===== src/hdl/msb_pkg.sv =====
// msb_pkg: shared types, constants and register indexes of the mono sprite blitter
// used by msb_ctrl, msb_datapath and mono_sprite_blitter_top; no dependencies
package msb_pkg;

    // default sizing limits, handed down as top-level parameters
    localparam int MAX_SCREEN_DIM_DEF = 1024;
    localparam int MAX_SPRITE_DIM_DEF = 64;

    // fixed field widths
    localparam int SCR_DIM_W   = 11;
    localparam int SPR_DIM_W   = 7;
    localparam int COORD_W     = 11;
    localparam int FY_W        = 12;   // signed screen row/column after adding sprite offset
    localparam int ADDR_W      = 22;
    localparam int COLOUR_W    = 8;
    localparam int CFG_IDX_W   = 2;
    localparam int CFG_DATA_W  = 11;
    localparam int IN_TDATA_W  = 88;
    localparam int OUT_TDATA_W = 48;
    localparam int OUT_TUSER_W = 2;

    // register reset values
    localparam logic [SCR_DIM_W-1:0] SCR_W_RESET = 11'd64;
    localparam logic [SCR_DIM_W-1:0] SCR_H_RESET = 11'd32;

    // configuration register indexes
    typedef enum logic [CFG_IDX_W-1:0] {
        CFG_SCREEN_WIDTH  = 2'd0,
        CFG_SCREEN_HEIGHT = 2'd1,
        CFG_ALPHA_MODE    = 2'd2
    } t_cfg_idx;

    // one input transaction, unpacked
    typedef struct packed {
        logic                        first_byte;
        logic [7:0]                  frame_sel;
        logic [7:0]                  frame_total;
        logic signed [COORD_W-1:0]   pos_x;
        logic signed [COORD_W-1:0]   pos_y;
        logic [SPR_DIM_W-1:0]        sprite_w;
        logic [SPR_DIM_W-1:0]        sprite_h;
        logic [COLOUR_W-1:0]         ink_red;
        logic [COLOUR_W-1:0]         ink_green;
        logic [COLOUR_W-1:0]         ink_blue;
        logic [7:0]                  bitmap_byte;
    } t_item;

    // one framebuffer write, unpacked
    typedef struct packed {
        logic [ADDR_W-1:0]   byte_address;
        logic                write_rgb;
        logic                write_alpha;
        logic [COLOUR_W-1:0] out_red;
        logic [COLOUR_W-1:0] out_green;
        logic [COLOUR_W-1:0] out_blue;
        logic                last_of_byte;
    } t_px;

    // controller to datapath
    typedef struct packed {
        logic load;      // input transaction accepted
        logic row_calc;  // form row base address
        logic emit;      // load the next pixel into the output register
    } t_cmd;

    // datapath to controller
    typedef struct packed {
        logic has_wr;    // incoming byte causes at least one write
        logic last_px;   // pixel counter at last column of the byte
        logic out_free;  // output register can take a new pixel
    } t_sts;

    typedef enum logic [1:0] {
        ST_IDLE,
        ST_ROW,
        ST_EMIT
    } t_state;

endpackage


===== src/hdl/msb_ctrl.sv =====
// msb_ctrl: sequencer of the mono sprite blitter
// depends on msb_pkg; drives commands into msb_datapath
module msb_ctrl (
    input  logic           i_clk,
    input  logic           i_rst_n,
    input  logic           i_in_valid,
    output logic           o_in_ready,
    input  msb_pkg::t_sts  i_sts,
    output msb_pkg::t_cmd  o_cmd
);

    msb_pkg::t_state r_state;
    msb_pkg::t_state n_state;

    always_ff @(posedge i_clk) begin
        if (!i_rst_n) begin
            r_state <= msb_pkg::ST_IDLE;
        end else begin
            r_state <= n_state;
        end
    end

    always_comb begin
        n_state    = r_state;
        o_in_ready = 1'b0;
        o_cmd      = '0;
        unique case (r_state)
            msb_pkg::ST_IDLE: begin
                o_in_ready = 1'b1;
                if (i_in_valid) begin
                    o_cmd.load = 1'b1;
                    if (i_sts.has_wr) begin
                        n_state = msb_pkg::ST_ROW;
                    end
                end
            end
            msb_pkg::ST_ROW: begin
                o_cmd.row_calc = 1'b1;
                n_state        = msb_pkg::ST_EMIT;
            end
            msb_pkg::ST_EMIT: begin
                if (i_sts.out_free) begin
                    o_cmd.emit = 1'b1;
                    if (i_sts.last_px) begin
                        n_state = msb_pkg::ST_IDLE;
                    end
                end
            end
            default: begin
                n_state = msb_pkg::ST_IDLE;
            end
        endcase
    end

endmodule


===== src/hdl/msb_datapath.sv =====
// msb_datapath: configuration registers, blit counters, row multiplier,
// pixel address unit and output register; depends on msb_pkg
module msb_datapath #(
    parameter int MAX_SCREEN_DIM = msb_pkg::MAX_SCREEN_DIM_DEF,
    parameter int MAX_SPRITE_DIM = msb_pkg::MAX_SPRITE_DIM_DEF
) (
    input  logic                               i_clk,
    input  logic                               i_rst_n,
    input  logic                               i_cfg_we,
    input  logic [msb_pkg::CFG_IDX_W-1:0]      i_cfg_idx,
    input  logic [msb_pkg::CFG_DATA_W-1:0]     i_cfg_data,
    input  msb_pkg::t_item                     i_item,
    input  msb_pkg::t_cmd                      i_cmd,
    output msb_pkg::t_sts                      o_sts,
    output logic                               o_out_valid,
    input  logic                               i_out_ready,
    output msb_pkg::t_px                       o_px
);

    localparam int BW  = ((MAX_SPRITE_DIM + 7) / 8 > 1) ? $clog2((MAX_SPRITE_DIM + 7) / 8) : 1;
    localparam int RW  = $clog2(MAX_SPRITE_DIM);
    localparam int SXW = BW + 3;
    localparam int SDW = msb_pkg::SCR_DIM_W;
    localparam int PW  = msb_pkg::SPR_DIM_W;
    localparam int FW  = msb_pkg::FY_W;
    localparam int AW  = msb_pkg::ADDR_W;

    // configuration
    logic [SDW-1:0] r_scr_w;
    logic [SDW-1:0] r_scr_h;
    logic           r_alpha;

    // blit state
    logic [BW-1:0]  r_byte;
    logic [RW-1:0]  r_row;
    logic           r_rej;

    // per-byte working registers
    logic signed [FW-1:0] r_px;
    logic signed [FW-1:0] r_fy;
    logic [SXW-1:0]       r_col;
    logic [2:0]           r_last_k;
    logic [2:0]           r_k;
    logic [7:0]           r_bits;
    logic [7:0]           r_red;
    logic [7:0]           r_green;
    logic [7:0]           r_blue;
    logic [AW-1:0]        r_row_base;
    logic                 r_row_on;

    // output register
    logic                 r_out_valid;
    msb_pkg::t_px         r_px_out;

    // combinational
    logic [SDW-1:0]       w_sw;
    logic [SDW-1:0]       w_sh;
    logic [PW-1:0]        w_w;
    logic [PW-1:0]        w_h;
    logic [BW:0]          w_bpr;
    logic [BW-1:0]        w_byte;
    logic [RW-1:0]        w_row;
    logic                 w_rej;
    logic                 w_skip;
    logic [SXW-1:0]       w_col;
    logic [7:0]           w_rem;
    logic [2:0]           w_last_k;
    logic [BW:0]          w_byte_inc;
    logic [RW:0]          w_row_inc;
    logic [BW-1:0]        n_byte;
    logic [RW-1:0]        n_row;
    logic [SXW-1:0]       w_sx;
    logic signed [FW-1:0] w_fx;
    logic                 w_on;
    logic                 w_set;
    logic [AW-1:0]        w_lin;
    logic [AW-1:0]        w_addr;

    // clamped dimensions
    always_comb begin
        w_sw = (int'(r_scr_w) > MAX_SCREEN_DIM) ? SDW'(MAX_SCREEN_DIM) : r_scr_w;
        w_sh = (int'(r_scr_h) > MAX_SCREEN_DIM) ? SDW'(MAX_SCREEN_DIM) : r_scr_h;
        w_w  = (int'(i_item.sprite_w) > MAX_SPRITE_DIM) ? PW'(MAX_SPRITE_DIM)
                                                        : i_item.sprite_w;
        w_h  = (int'(i_item.sprite_h) > MAX_SPRITE_DIM) ? PW'(MAX_SPRITE_DIM)
                                                        : i_item.sprite_h;
        w_bpr = (BW + 1)'((8'(w_w) + 8'd7) >> 3);
    end

    // counter evaluation for the incoming byte
    always_comb begin
        w_byte     = i_item.first_byte ? '0 : r_byte;
        w_row      = i_item.first_byte ? '0 : r_row;
        w_rej      = i_item.first_byte ? (i_item.frame_sel >= i_item.frame_total) : r_rej;
        w_skip     = (w_w == '0) || (w_h == '0) || ({1'b0, w_byte} >= w_bpr)
                     || (w_row >= w_h);
        w_col      = {w_byte, 3'b000};
        w_rem      = 8'(w_w) - 8'(w_col);
        w_last_k   = (w_rem >= 8'd8) ? 3'd7 : 3'(w_rem - 8'd1);
        w_byte_inc = {1'b0, w_byte} + 1'b1;
        w_row_inc  = {1'b0, w_row} + 1'b1;
        n_byte     = '0;
        n_row      = '0;
        if (!w_skip) begin
            if (w_byte_inc >= w_bpr) begin
                if (w_row_inc < w_h) begin
                    n_row = w_row_inc[RW-1:0];
                end
            end else begin
                n_byte = w_byte_inc[BW-1:0];
                n_row  = w_row;
            end
        end
    end

    // pixel address unit
    always_comb begin
        w_sx   = r_col + SXW'(r_k);
        w_fx   = r_px + $signed(FW'(w_sx));
        w_on   = r_row_on && !w_fx[FW-1] && (w_fx < $signed({1'b0, w_sw}));
        w_set  = r_bits[3'd7 - r_k];
        w_lin  = r_row_base + AW'(w_fx[SDW-1:0]);
        w_addr = r_alpha ? {w_lin[AW-3:0], 2'b00} : (w_lin + {w_lin[AW-2:0], 1'b0});
    end

    always_ff @(posedge i_clk) begin
        if (!i_rst_n) begin
            r_scr_w <= msb_pkg::SCR_W_RESET;
            r_scr_h <= msb_pkg::SCR_H_RESET;
            r_alpha <= 1'b0;
        end else if (i_cfg_we) begin
            unique case (i_cfg_idx)
                msb_pkg::CFG_SCREEN_WIDTH:  r_scr_w <= i_cfg_data;
                msb_pkg::CFG_SCREEN_HEIGHT: r_scr_h <= i_cfg_data;
                msb_pkg::CFG_ALPHA_MODE:    r_alpha <= i_cfg_data[0];
                default: ;
            endcase
        end
    end

    always_ff @(posedge i_clk) begin
        if (!i_rst_n) begin
            r_byte <= '0;
            r_row  <= '0;
            r_rej  <= 1'b0;
            r_k    <= '0;
        end else begin
            if (i_cmd.load) begin
                r_byte <= n_byte;
                r_row  <= n_row;
                r_rej  <= w_rej;
                r_k    <= '0;
            end else if (i_cmd.emit) begin
                r_k <= r_k + 3'd1;
            end
        end
    end

    always_ff @(posedge i_clk) begin
        if (i_cmd.load) begin
            r_px     <= FW'(i_item.pos_x);
            r_fy     <= FW'(i_item.pos_y) + $signed(FW'(w_row));
            r_col    <= w_col;
            r_last_k <= w_last_k;
            r_bits   <= i_item.bitmap_byte;
            r_red    <= i_item.ink_red;
            r_green  <= i_item.ink_green;
            r_blue   <= i_item.ink_blue;
        end
        if (i_cmd.row_calc) begin
            r_row_base <= AW'(r_fy[SDW-1:0]) * AW'(w_sw);
            r_row_on   <= !r_fy[FW-1] && (r_fy < $signed({1'b0, w_sh}));
        end
    end

    // output register
    always_ff @(posedge i_clk) begin
        if (!i_rst_n) begin
            r_out_valid <= 1'b0;
        end else if (i_cmd.emit) begin
            r_out_valid <= 1'b1;
        end else if (i_out_ready) begin
            r_out_valid <= 1'b0;
        end
    end

    always_ff @(posedge i_clk) begin
        if (i_cmd.emit) begin
            r_px_out.byte_address <= w_on ? w_addr : '0;
            r_px_out.write_rgb    <= w_on && w_set;
            r_px_out.write_alpha  <= w_on && r_alpha;
            r_px_out.out_red      <= (w_on && w_set) ? r_red : '0;
            r_px_out.out_green    <= (w_on && w_set) ? r_green : '0;
            r_px_out.out_blue     <= (w_on && w_set) ? r_blue : '0;
            r_px_out.last_of_byte <= (r_k == r_last_k);
        end
    end

    assign o_sts.has_wr   = !w_skip && !w_rej;
    assign o_sts.last_px  = (r_k == r_last_k);
    assign o_sts.out_free = !r_out_valid || i_out_ready;
    assign o_out_valid    = r_out_valid;
    assign o_px           = r_px_out;

endmodule


===== src/hdl/mono_sprite_blitter_top.sv =====
// mono_sprite_blitter_top: clipped blit of a 1-bit sprite into an RGB/RGBA framebuffer
// depends on msb_pkg, msb_ctrl and msb_datapath
//
// usage
//   the slave stream carries one bitmap byte per transaction, msb leftmost, rows
//   padded to whole bytes; every byte repeats position, size, colour and frame
//   numbers, and tuser marks the first byte of a blit (counters restart there)
//   the master stream carries one framebuffer write per transaction, in column
//   order, with tlast on the last write caused by a byte
//   a byte of a blit whose first frame number is at or above its frame count, or a
//   byte that falls outside the sprite, causes no writes and leaves the block idle
//   a byte with n writes (n up to 8) is accepted in the idle state, the row base address
//   is formed by the 11x11 row multiplier in the cycle after, then the pixel address
//   unit emits one write per cycle to the output register while the receiver keeps up
//   a stalled receiver holds the write in the output register; the next pixel
//   waits in the address unit and the slave side stays not ready until all
//   writes of the current byte have been loaded
//   configuration is a plain write port, written while the block is idle
//   synchronous active-low reset: screen 64x32, rgb mode, counters cleared
module mono_sprite_blitter_top #(
    parameter int MAX_SCREEN_DIM = msb_pkg::MAX_SCREEN_DIM_DEF,
    parameter int MAX_SPRITE_DIM = msb_pkg::MAX_SPRITE_DIM_DEF
) (
    input  logic                               i_clk,
    input  logic                               i_rst_n,
    // configuration write port
    input  logic                               i_cfg_we,
    input  logic [msb_pkg::CFG_IDX_W-1:0]      i_cfg_idx,
    input  logic [msb_pkg::CFG_DATA_W-1:0]     i_cfg_data,
    // bitmap byte stream
    input  logic                               s_axis_tvalid,
    output logic                               s_axis_tready,
    // frame_sel[7:0], frame_total[15:8], pos_x[26:16], pos_y[37:27],
    // sprite_w[44:38], sprite_h[51:45], ink_red[59:52], ink_green[67:60],
    // ink_blue[75:68], bitmap_byte[83:76], zero pad[87:84]
    input  logic [msb_pkg::IN_TDATA_W-1:0]     s_axis_tdata,
    // first_byte[0]
    input  logic                               s_axis_tuser,
    // framebuffer write stream
    output logic                               m_axis_tvalid,
    input  logic                               m_axis_tready,
    // byte_address[21:0], out_red[29:22], out_green[37:30], out_blue[45:38],
    // zero pad[47:46]
    output logic [msb_pkg::OUT_TDATA_W-1:0]    m_axis_tdata,
    // write_rgb[0], write_alpha[1]
    output logic [msb_pkg::OUT_TUSER_W-1:0]    m_axis_tuser,
    // last_of_byte
    output logic                               m_axis_tlast
);

    msb_pkg::t_item w_item;
    msb_pkg::t_cmd  w_cmd;
    msb_pkg::t_sts  w_sts;
    msb_pkg::t_px   w_px;

    // unpack the slave transaction
    always_comb begin
        w_item.first_byte  = s_axis_tuser;
        w_item.frame_sel   = s_axis_tdata[7:0];
        w_item.frame_total = s_axis_tdata[15:8];
        w_item.pos_x       = s_axis_tdata[26:16];
        w_item.pos_y       = s_axis_tdata[37:27];
        w_item.sprite_w    = s_axis_tdata[44:38];
        w_item.sprite_h    = s_axis_tdata[51:45];
        w_item.ink_red     = s_axis_tdata[59:52];
        w_item.ink_green   = s_axis_tdata[67:60];
        w_item.ink_blue    = s_axis_tdata[75:68];
        w_item.bitmap_byte = s_axis_tdata[83:76];
    end

    // sequencer: idle, row base, pixel emission
    msb_ctrl u_ctrl (
        .i_clk      (i_clk),
        .i_rst_n    (i_rst_n),
        .i_in_valid (s_axis_tvalid),
        .o_in_ready (s_axis_tready),
        .i_sts      (w_sts),
        .o_cmd      (w_cmd)
    );

    // counters, address arithmetic and output register
    msb_datapath #(
        .MAX_SCREEN_DIM (MAX_SCREEN_DIM),
        .MAX_SPRITE_DIM (MAX_SPRITE_DIM)
    ) u_datapath (
        .i_clk       (i_clk),
        .i_rst_n     (i_rst_n),
        .i_cfg_we    (i_cfg_we),
        .i_cfg_idx   (i_cfg_idx),
        .i_cfg_data  (i_cfg_data),
        .i_item      (w_item),
        .i_cmd       (w_cmd),
        .o_sts       (w_sts),
        .o_out_valid (m_axis_tvalid),
        .i_out_ready (m_axis_tready),
        .o_px        (w_px)
    );

    // pack the master transaction
    assign m_axis_tdata = {2'b00, w_px.out_blue, w_px.out_green, w_px.out_red,
                           w_px.byte_address};
    assign m_axis_tuser = {w_px.write_alpha, w_px.write_rgb};
    assign m_axis_tlast = w_px.last_of_byte;

endmodule


===== config.mk =====
export PLATFORM = sky130hd
export DESIGN_NAME = mono_sprite_blitter_top
export DESIGN_NICKNAME = d
export VERILOG_FILES = /design/src/hdl/msb_pkg.sv /design/src/hdl/msb_ctrl.sv /design/src/hdl/msb_datapath.sv /design/src/hdl/mono_sprite_blitter_top.sv
export SDC_FILE = /design/constraint.sdc
export NUM_CORES = 1
export LEC_CHECK = 0
export ABC_CLOCK_PERIOD_IN_PS = 10100
export BUFFER_PORTS_ARGS = -buffer_cell sky130_fd_sc_hd__buf_2
export CAP_MARGIN = 40
export CORE_ASPECT_RATIO = 1.4
export CORE_MARGIN = 2
export CORE_UTILIZATION = 42
export CTS_CLUSTER_SIZE = 40
export DETAILED_ROUTE_END_ITERATION = 8
export SYNTH_ARGS = -nofsm -noshare
export SYNTH_HDL_FRONTEND = slang
export SYNTH_SLANG_ARGS = --single-unit

===== constraint.sdc =====
create_clock -name i_clk -period 10.1 [get_ports i_clk]
set_input_delay 0.505 -clock i_clk [delete_from_list [all_inputs] [get_ports i_clk]]
set_output_delay 0.505 -clock i_clk [all_outputs]
set_load 0.005 [all_outputs]

==> flow_summary.json, run 1 <==
{
  "fin_nets": 1885,
  "die_h_um": 220,
  "grt_pass1_vias": 9968,
  "ir_drop_uv": 86.5,
  "synth_area_leaders": "edfxtp_1, ha_1, fa_1",
  "worstSkewPairLatency_ns": 0.45,
  "p_per_area_nw_per_um2": 139,
  "setup_viol": 0,
  "cts.sinks": 172,
  "fin_worst_skew_ns": 0.0164,
  "max-clock-path-buffers": 2,
  "dieArea_um2": 34900,
  "cts_resized": 0,
  "synth_edf_count": 133,
  "crit_path_start_kind": "flop",
  "fmax_mhz": 162,
  "fin_ws_ns": 3.95,
  "min_period_ns": 6.15,
  "layout-drive-gt1-share_pct": 14.5,
  "status": "finished clean",
  "hp-start": "s_axis_tdata[65]",
  "hpwl_um": 23000,
  "async_flop_share_pct": 0,
  "dieWidth_um": 159,
  "finalWeightedCongestion": 0.867,
  "yosysMostFrequentCell": "ha_1",
  "holdPathEnd": "u_datapath.r_green[5]$_DFFE_PP_",
  "io_buffers": 153,
  "ys_seq_area_share_pct": 34.0,
  "holdWs_ns": 0.232,
  "dr.pass1.iters": 5,
  "crit_fanout": 22,
  "critPathCaptureType": "flop",
  "crit_path_frequent_cell": "fa_1",
  "yosysUniqueCellTypes": 75,
  "clkTransAtPathRegs_ns": 0.08,
  "final_util_pct": 48.0,
  "area_delta_synth_final_pct": 13.2,
  "grt_max_degree": 63,
  "via_per_inst": 4.96,
  "row_count": 79,
  "holdPathStages": 1,
  "worst_r2r_endpoint": "u_datapath.r_row_base[20]$_DFFE_PN_",
  "critPathSlowestCell": "nor2b_1",
  "clock-root-buffer": "clkbuf_16",
  "fin_crit_sh_pct": 60.9,
  "avgSynthCellArea_um2": 10.1,
  "vias": 9887,
  "required_ns": 10.29,
  "crit_arrival_ns": 6.35,
  "grt_overflow": 0,
  "io-pin-count": 160,
  "cts_hold_buf": 0,
  "coreArea_um2": 33100,
  "synth_area_leader_cell": "edfxtp_1",
  "grt_pass1_wl_um": 47700,
  "slowest_delay_ns": 0.77,
  "p_leak_uw": 0.00733,
  "grtUsageTotal_pct": 17.2,
  "worst_pin_slew_ns": 0.866,
  "ys_ff_latch": 172,
  "hp-class": "in2reg",
  "hold_viol_final": 0,
  "yosysWarnings": 0,
  "rr_startpoint": "u_datapath.r_scr_w[10]$_SDFFE_PN0P_",
  "critPathKind": "reg2reg",
  "cts_setup_buffers": 0,
  "synth_top_area_share_pct": 28.4,
  "start_util_pct": 42.4,
  "syn_inst": 1389,
  "tns_ns": 0,
  "drv_slew": 0,
  "rsz0062_at_grt": "false",
  "cts_buffers": 17,
  "cts_tree": "done",
  "drc_errors": 0,
  "post-place-ws_ns": 3.96,
  "first_iter_violations": 408,
  "diodes": 0,
  "n_fill_cell": 3096,
  "syn_area_um2": 14000,
  "wl_um": 29000,
  "r2r_cells": 18,
  "antenna_found_initial": 0,
  "ff2ff_setup_slack_ns": 3.95,
  "maxCapViolCount": 0,
  "synthFlopType": "edfxtp_1",
  "wl_per_cell_um": 14.6,
  "path_cells": "nor2b_1, nand2_1, fa_1, fa_1, fa_1, inv_1, fa_1, inv_1, fa_1, inv_1, ha_1, or2_2, o31a_1, o41ai_4, o21ai_2, a2111o_1, a21oi_1, xnor2_1",
  "htree_levels": 4,
  "maxSlewHeadroom_pct": 42.2,
  "synth_commonest_cells": "ha_1, inv_1, edfxtp_1",
  "ant_nets": 0
}
## kinds of logic (layout without fill, tap and decap cells)
kind of cell             after synthesis  after routing  synth area share [%]
AO/OA/AOI/OAI                        222            222                  11.0
flip-flops                           172            172                  34.0
multiplexers                          29             29                  2.24
AND/OR/NAND/NOR                      449            449                  16.5
buffers and inverters                199            356                  5.44
adder cells (fa/ha/maj)              243            243                  26.2
other                                  1              2                0.0267
XOR/XNOR                              74             74                  4.61
## critical path: cells and delay by family, from the launching register on
family / cells / cell delay [ns]
xor gates and xnor gates: 1 / 0.08
adders and majority gates: 6 / 2.88
buffers and inverters: 3 / 0.14
AOI/OAI and AO/OA: 5 / 0.93
and+or+nand+nor: 3 / 1.24
DFF: 1 / 0.60
## sequential cells by signal, indices dropped and copies added, names as in the netlist, 2 cells and up
signal and cells:
u_datapath.o_px 49, u_datapath.r_last_k 3, u_datapath.r_red 8, u_datapath.r_green 8, u_datapath.r_row_base 22, u_datapath.r_fy 12, u_ctrl.r_state 2, u_datapath.r_row 6
u_datapath.r_byte 3, u_datapath.r_k 3, u_datapath.r_scr_w 11, u_datapath.r_px 11, u_datapath.r_col 3, u_datapath.r_scr_h 11, u_datapath.r_bits 8, u_datapath.r_blue 8
## worst max path at each step
stage | end | cells after the start | start
final | u_datapath.r_row_base[20]$_DFFE_PN_ | 18 | u_datapath.r_scr_w[10]$_SDFFE_PN0P_
after global routing | u_datapath.r_row_base[20]$_DFFE_PN_ | 18 | u_datapath.r_scr_w[10]$_SDFFE_PN0P_
after CTS | u_datapath.r_row_base[20]$_DFFE_PN_ | 18 | u_datapath.r_scr_w[10]$_SDFFE_PN0P_
after detailed placement | u_datapath.r_row_base[20]$_DFFE_PN_ | 18 | u_datapath.r_scr_w[10]$_SDFFE_PN0P_
after global placement | u_datapath.r_row_base[20]$_DFFE_PN_ | 18 | u_datapath.r_scr_w[10]$_SDFFE_PN0P_
after floorplan | u_datapath.r_row_base[20]$_DFFE_PN_ | 20 | u_datapath.r_scr_w[10]$_SDFFE_PN0P_
## metrics by stage
stage                     instances  power, uW  area (um^2)
after floorplan                1390       1430        14100
after global placement         1955       1580        15300
after CTS                      1992       2240        15900
after global routing           1992       2380        15900
final                          1992       2220        15900
after detailed placement       1961       1600        15300
## power by group
part / switching [uW] / internal, uW
Combinational: 417 / 323
Clock: 309 / 328
Sequential: 28.9 / 814
Total: 755 / 1460
## layout by cell type (no fill, tap or decap), types with 14 or more instances in the layout
master / netlist / layout
o21ai_0: 22 / 22
fa_1: 85 / 85
xnor2_1: 49 / 49
a21oi_1: 62 / 62
clkbuf_16: 0 / 17
edfxtp_1: 133 / 133
inv_1: 157 / 156
xor2_1: 25 / 25
nand2_1: 130 / 130
mux2i_1: 27 / 27
o21ai_1: 14 / 14
and2_1: 95 / 95
nor3_1: 17 / 17
dfxtp_1: 39 / 39
nand2b_1: 22 / 22
nor2_1: 57 / 57
buf_2: 2 / 153
a21o_1: 31 / 31
ha_1: 158 / 158
nor2b_1: 53 / 51
nand3_1: 21 / 21
## cell type report
type                       instances  area, um^2  share of cell area [%]
multi-input combinational       1019        8530                    53.6
sequential                       172        4770                    30.0
timing repair buffer             165         876                    5.51
inverter                         160         601                    3.78
tap                              445         557                    3.50
clock buffer                      17         425                    2.67
clock inverter                    14         148                   0.928
## metal layers
metal | part of all wire (%) | global-route usage [%]
met5 | 0 | 0
met4 | 1.6 | 4.74
met3 | 2.4 | 2.55
met2 | 52 | 31.0
met1 | 44 | 21.2
No activity file was read; power rests on OpenSTA's default activity.
==> run 2, diff against run 1 <==
--- a/config.mk
+++ b/config.mk
@@ -5,7 +5,8 @@
 export SDC_FILE = /design/constraint.sdc
 export NUM_CORES = 1
 export LEC_CHECK = 0
-export ABC_CLOCK_PERIOD_IN_PS = 10100
+export ABC_AREA = 1
+export ABC_CLOCK_PERIOD_IN_PS = 5180
 export BUFFER_PORTS_ARGS = -buffer_cell sky130_fd_sc_hd__buf_2
 export CAP_MARGIN = 40
 export CORE_ASPECT_RATIO = 1.4
==> constraint.sdc (replaced) <==
create_clock -name i_clk -period 5.18 [get_ports i_clk]
set_input_delay 0.259 -clock i_clk [delete_from_list [all_inputs] [get_ports i_clk]]
set_output_delay 0.259 -clock i_clk [all_outputs]
set_load 0.005 [all_outputs]
==> flow_summary.json, run 2 <==
{
  "fmax_mhz": 186,
  "comb_power_share_pct": 50.0,
  "drv_slew": 0,
  "p_sw_share_pct": 40.9,
  "finalWeightedCongestion": 0.921,
  "min_period_ns": 5.39,
  "maxCapViolCount": 0,
  "first_iter_violations": 575,
  "hpwl_um": 29700,
  "wl_per_cell_um": 15.1,
  "crit_path_start_kind": "flop",
  "ir_drop_uv": 205,
  "worstSkewPairLatency_ns": 0.46,
  "crit_start": "u_datapath.r_scr_w[2]$_SDFFE_PN0P_",
  "area_delta_synth_final_pct": 27.8,
  "grtUsageTotal_pct": 20.9,
  "rr_startpoint": "u_datapath.r_scr_w[2]$_SDFFE_PN0P_",
  "failed_checks": "negative setup slack",
  "htree_levels": 4,
  "hold_viol_final": 0,
  "rsz0062_at_grt": "true",
  "critPathKind": "reg2reg",
  "antenna_found_initial": 0,
  "place_inst": 2403,
  "critPathSlowestCell": "fa_1",
  "clkTransAtPathRegs_ns": 0.09,
  "syn_inst": 1733,
  "cts_tree": "done",
  "fin_crit_sh_pct": 104,
  "post-place-ws_ns": -0.441,
  "hp-start": "s_axis_tdata[20]",
  "coreArea_um2": 34000,
  "ys_ff_latch": 172,
  "syn_area_um2": 14500,
  "cts.sinks": 172,
  "maxSlewHeadroom_pct": 41.1,
  "fin_nets": 2396,
  "dieWidth_um": 161,
  "async_flop_share_pct": 0,
  "setup_viol": 11,
  "io-pin-count": 160,
  "layout_commonest_cell": "nand2_1",
  "hp-class": "in2reg",
  "final_cells": 2511,
  "vias": 12500,
  "n_fill_cell": 3158,
  "synth_area_leaders": "edfxtp_1, ha_1, fa_1",
  "dieArea_um2": 36000,
  "worst_pin_slew_ns": 0.883,
  "fin_worst_skew_ns": 0.0148,
  "power.internal_uw": 3610,
  "start_util_pct": 42.6,
  "crit_fanout": 5,
  "die_h_um": 224,
  "synth_commonest_cells": "nand2_1, inv_1, nor2_1",
  "path_cells": "nor4_2, and3_4, a21oi_4, buf_6, nor2_4, buf_12, nand2_4, fa_1, fa_1, inv_2, fa_2, fa_1, inv_1, fa_1, inv_2, ha_4, nand2_4, nor2_4, o21ai_2, o211ai_1, nor2_2, buf_4, xnor2_2",
  "crit_path_frequent_cell": "fa_1",
  "largest_reg_flops": 49,
  "grt_overflow": 0,
  "yosysWarnings": 0,
  "avgSynthCellArea_um2": 8.36,
  "layout-drive-gt1-share_pct": 23.7,
  "wl_um": 37800,
  "p_clk_share_pct": 22.3,
  "slowest_delay_ns": 0.52,
  "cts_buffers": 17,
  "required_ns": 5.38,
  "mostFrequentLayoutCells": "nand2_1, inv_1, nor2_1, buf_2, ha_1",
  "via_per_inst": 4.99,
  "synthFlopType": "edfxtp_1",
  "critPathCaptureType": "flop",
  "p_leak_uw": 0.00899,
  "dr.pass1.iters": 7,
  "final_util_pct": 54.4,
  "clock-root-buffer": "clkbuf_16",
  "ys_seq_area_share_pct": 33.0,
  "synth_area_leader_cell": "edfxtp_1",
  "tns_ns": -1.46,
  "io_buffers": 153,
  "grt_pass1_vias": 12800,
  "yosysUniqueCellTypes": 50,
  "drc_errors": 0,
  "fin_ws_ns": -0.206,
  "total_power_uw": 6110,
  "yosysMostFrequentCell": "nand2_1",
  "crit_arrival_ns": 5.59,
  "seqPwrFrac_pct": 27.7,
  "power.net_switching_uw": 2500,
  "ff_latch_area_um2": 4780,
  "max-clock-path-buffers": 2,
  "grt_pass1_wl_um": 60500,
  "synth_edf_count": 133,
  "row_count": 80,
  "p_per_area_nw_per_um2": 330,
  "ant_nets": 0,
  "grt_max_degree": 51,
  "status": "finished with violations",
  "multi_input_area_um2": 9160,
  "synth_top_area_share_pct": 27.6
}
==> run 2: what timing repair did <==
item | in CTS | in global routing
hold buffers | 41 | 1
hold endpoints to repair | 41 | 1
setup buffers | 23 | 12
setup endpoints to repair | 12 | 22
gates resized for setup | 89 | 78
pin swaps | 79 | 46
==> run 2: final timing paths <==
path / end / slack (ns) / cells after the start
max reg2reg: u_datapath.r_row_base[12]$_DFFE_PN_ / -0.21 / 23
min reg2reg: u_datapath.r_byte[2]$_SDFFE_PN0P_ / 0.46 / 2
max: u_datapath.r_row_base[12]$_DFFE_PN_ / -0.21 / 23
min: u_datapath.r_px[4]$_DFFE_PP_ / 0.02 / 1
==> run 2: worst max-delay path: cells and delay by family (launching register included) <==
kind	cells	cell delay [ns]
and+or+nand+nor	7	1.01
DFF	1	0.33
AOI/OAI and AO/OA	3	0.32
xor gates and xnor gates	1	0.12
adders and majority gates	6	2.76
buffers and inverters	6	0.58
==> run 2: kinds of logic after synthesis <==
kind of cell / Yosys count / share of synthesized area, %
buffers and inverters: 339 / 8.97
AND/OR/NAND/NOR: 683 / 19.8
adder cells (fa/ha/maj): 243 / 25.4
other: 1 / 0.0259
AO/OA/AOI/OAI: 223 / 8.51
flip-flops: 172 / 33.0
XOR/XNOR: 72 / 4.35
==> run 2: layer usage <==
metal	up-vias	share of wire (%)	track usage, %
met5	-	0	0
met4	0	3.2	8.29
met3	81	2.8	2.35
met2	285	56	41.1
met1	5944	38	22.5
li1	6220	-	-
==> run 2: power by group through the flow <==
stage | Clock (uW) | Combinational (uW) | Sequential (uW)
floorplan | 0 | 1840 | 1700
global placement | 0 | 2580 | 1720
detailed placement | 0 | 2620 | 1720
CTS | 1380 | 2860 | 1690
global route | 1430 | 3400 | 1700
finish | 1360 | 3060 | 1690
==> run 2: through the flow <==
stage / hold WS, ns / area [um^2]
after floorplan: 0.358 / 14600
after global placement: 0.437 / 16400
after detailed placement: 0.437 / 16500
after CTS: 0.000842 / 18100
after global routing: 0.0112 / 18500
final: 0.0164 / 18500
==> run 2: final cells by class <==
| class | instances | area share [%] |
|---|---|---|
| multi-input combinational | 1223 | 49.4 |
| sequential | 172 | 25.8 |
| timing repair buffer | 316 | 11.8 |
| inverter | 316 | 6.51 |
| tap | 451 | 3.05 |
| clock buffer | 17 | 2.30 |
| clock inverter | 15 | 1.06 |
| antenna | 1 | 0.0135 |
==> run 3, diff against run 2 <==
--- a/config.mk
+++ b/config.mk
@@ -7,13 +7,13 @@
 export LEC_CHECK = 0
 export ABC_AREA = 1
 export ABC_CLOCK_PERIOD_IN_PS = 5180
-export BUFFER_PORTS_ARGS = -buffer_cell sky130_fd_sc_hd__buf_2
 export CAP_MARGIN = 40
 export CORE_ASPECT_RATIO = 1.4
 export CORE_MARGIN = 2
 export CORE_UTILIZATION = 42
 export CTS_CLUSTER_SIZE = 40
 export DETAILED_ROUTE_END_ITERATION = 8
+export DONT_BUFFER_PORTS = 1
 export SYNTH_ARGS = -nofsm -noshare
 export SYNTH_HDL_FRONTEND = slang
 export SYNTH_SLANG_ARGS = --single-unit
==> flow_summary.json, run 3 (synthesis results as in run 2) <==
{
  "maxSlewHeadroom_pct": 40.5,
  "p_clk_share_pct": 22.5,
  "met1_usage_pct": 22.6,
  "critPathCaptureType": "flop",
  "clock-root-buffer": "clkbuf_16",
  "cts.sinks": 172,
  "finalWeightedCongestion": 0.913,
  "maxCapViolCount": 0,
  "cts_tree": "done",
  "first_iter_violations": 640,
  "failed_checks": "negative setup slack",
  "gr-usage-met2_pct": 40.7,
  "critPathKind": "reg2reg",
  "p_per_area_nw_per_um2": 340,
  "p_leak_uw": 0.00849,
  "grtUsageTotal_pct": 20.8,
  "fin_ws_ns": -0.254,
  "required_ns": 5.37,
  "fin_nets": 2264,
  "row_count": 80,
  "fmax_mhz": 184,
  "total_power_uw": 6110,
  "mostFrequentLayoutCells": "nand2_1, inv_1, nor2_1, ha_1, edfxtp_1",
  "min_period_ns": 5.43,
  "dieArea_um2": 36000,
  "wl_um": 37600,
  "n_fill_cell": 3095,
  "rsz0062_at_grt": "true",
  "area_delta_synth_final_pct": 24.2,
  "status": "finished with violations",
  "max-clock-path-buffers": 2,
  "power.internal_uw": 3640,
  "slowest_delay_ns": 0.55,
  "fin_crit_sh_pct": 105,
  "grt_pass1_wl_um": 59700,
  "via_per_inst": 5.08,
  "comb_power_share_pct": 49.7,
  "crit_path_frequent_cell": "fa_1",
  "vias": 12100,
  "cts_buffers": 17,
  "largest_reg_flops": 49,
  "drv_slew": 0,
  "top_usage_layer": "met2",
  "hp-class": "in2reg",
  "hpwl_um": 29600,
  "antenna_found_initial": 0,
  "wl_per_cell_um": 15.8,
  "start_util_pct": 42.6,
  "grt_pass1_vias": 12300,
  "io_buffers": 0,
  "placed_cell_area_um2": 15800,
  "die_h_um": 224,
  "power.net_switching_uw": 2470,
  "crit_arrival_ns": 5.63,
  "crit_path_start_kind": "flop",
  "worst_pin_slew_ns": 0.890,
  "postLayoutCellArea_um2": 18000,
  "clkTransAtPathRegs_ns": 0.08,
  "worstSkewPairLatency_ns": 0.45,
  "crit_fanout": 6,
  "hold_viol_final": 0,
  "grt_max_degree": 41,
  "dieWidth_um": 161,
  "grt_use_met3_pct": 2.48,
  "coreArea_um2": 34000,
  "critPathSlowestCell": "fa_1",
  "io-pin-count": 160,
  "diodes": 0,
  "layout-drive-gt1-share_pct": 17.3,
  "p_sw_share_pct": 40.5,
  "ant_nets": 0,
  "htree_levels": 4,
  "ir_drop_uv": 233,
  "grt_overflow": 0,
  "path_cells": "nor4_4, and3_4, a21oi_4, clkinv_4, nand2_8, clkinv_8, nand2_1, fa_1, inv_1, fa_1, fa_1, fa_1, inv_2, fa_1, inv_2, ha_4, nand2_4, buf_4, o211ai_1, nor2_2, buf_4, xnor2_1",
  "layout_commonest_cell": "nand2_1",
  "fin_worst_skew_ns": 0.0233,
  "dr.pass1.iters": 5,
  "setup_viol": 12,
  "drc_errors": 0,
  "seqPwrFrac_pct": 27.8
}
==> run 3: worst paths after layout <==
check	from	endpoint	slack (ns)	depth (start not counted)
worst min-delay path	i_cfg_data[0]	u_datapath.r_scr_w[0]$_SDFFE_PN0P_	0.02	2
worst min register to register	u_datapath.r_byte[1]$_SDFFE_PN0P_	u_datapath.r_byte[1]$_SDFFE_PN0P_	0.46	2
worst max-delay path	u_datapath.r_scr_w[2]$_SDFFE_PN0P_	u_datapath.r_row_base[12]$_DFFE_PN_	-0.25	22
worst max register to register	u_datapath.r_scr_w[2]$_SDFFE_PN0P_	u_datapath.r_row_base[12]$_DFFE_PN_	-0.25	22
==> run 3: what timing repair did <==
action                     CTS  global route
setup buffers               14            13
hold buffers                57             0
hold endpoints to repair    79             0
setup endpoints to repair   12            19
resized for setup           73           106
pin swaps                   48            50
gates cloned                 0             0
==> run 3: final cells by class <==
type,count,area (um^2),area share [%]
clock inverters,15,205,1.14
repair buffers,184,1640,9.09
multi-input cells,1223,9160,50.9
clock buffers,17,425,2.36
well taps,451,564,3.14
flip-flops and latches,172,4780,26.6
inverters,316,1220,6.76
==> run 3: per-stage QoR <==
step / TNS [ns] / util [%] / setup WS, ns / hold WS, ns / cells
final: -1.64 / 52.9 / -0.254 / 0.0222 / 2378
after detailed placement: -3.63 / 46.5 / -0.382 / 0.358 / 2264
after global placement: -2.65 / 46.4 / -0.293 / 0.355 / 2261
after CTS: -1.06 / 51.2 / -0.148 / 0.00871 / 2366
after floorplan: 0 / - / 0.00378 / 0.358 / 1734
after global routing: -3.48 / 52.9 / -0.447 / 0.0193 / 2378
==> run 3: power by group through the flow <==
stage               logic [uW]  clock network, uW  registers, uW
finish                    3040               1380           1700
global placement          2550                  0           1720
floorplan                 1840                  0           1700
detailed placement        2600                  0           1720
CTS                       2820               1400           1690
global route              3390               1450           1710
==> run 3: layer usage <==
metal	wire length [um]	up-vias
li1	-	5967
met3	1110	93
met1	14300	5728
met5	0	-
met2	20800	285
met4	1390	0
==> run 3: critical path: cells and delay by family (launching register included) <==
family / cells / cell delay (ns)
AOI/OAI and AO/OA: 2 / 0.37
xor gates and xnor gates: 1 / 0.11
adders and majority gates: 6 / 2.90
buffers and inverters: 7 / 0.63
DFF: 1 / 0.34
and+or+nand+nor: 6 / 0.82
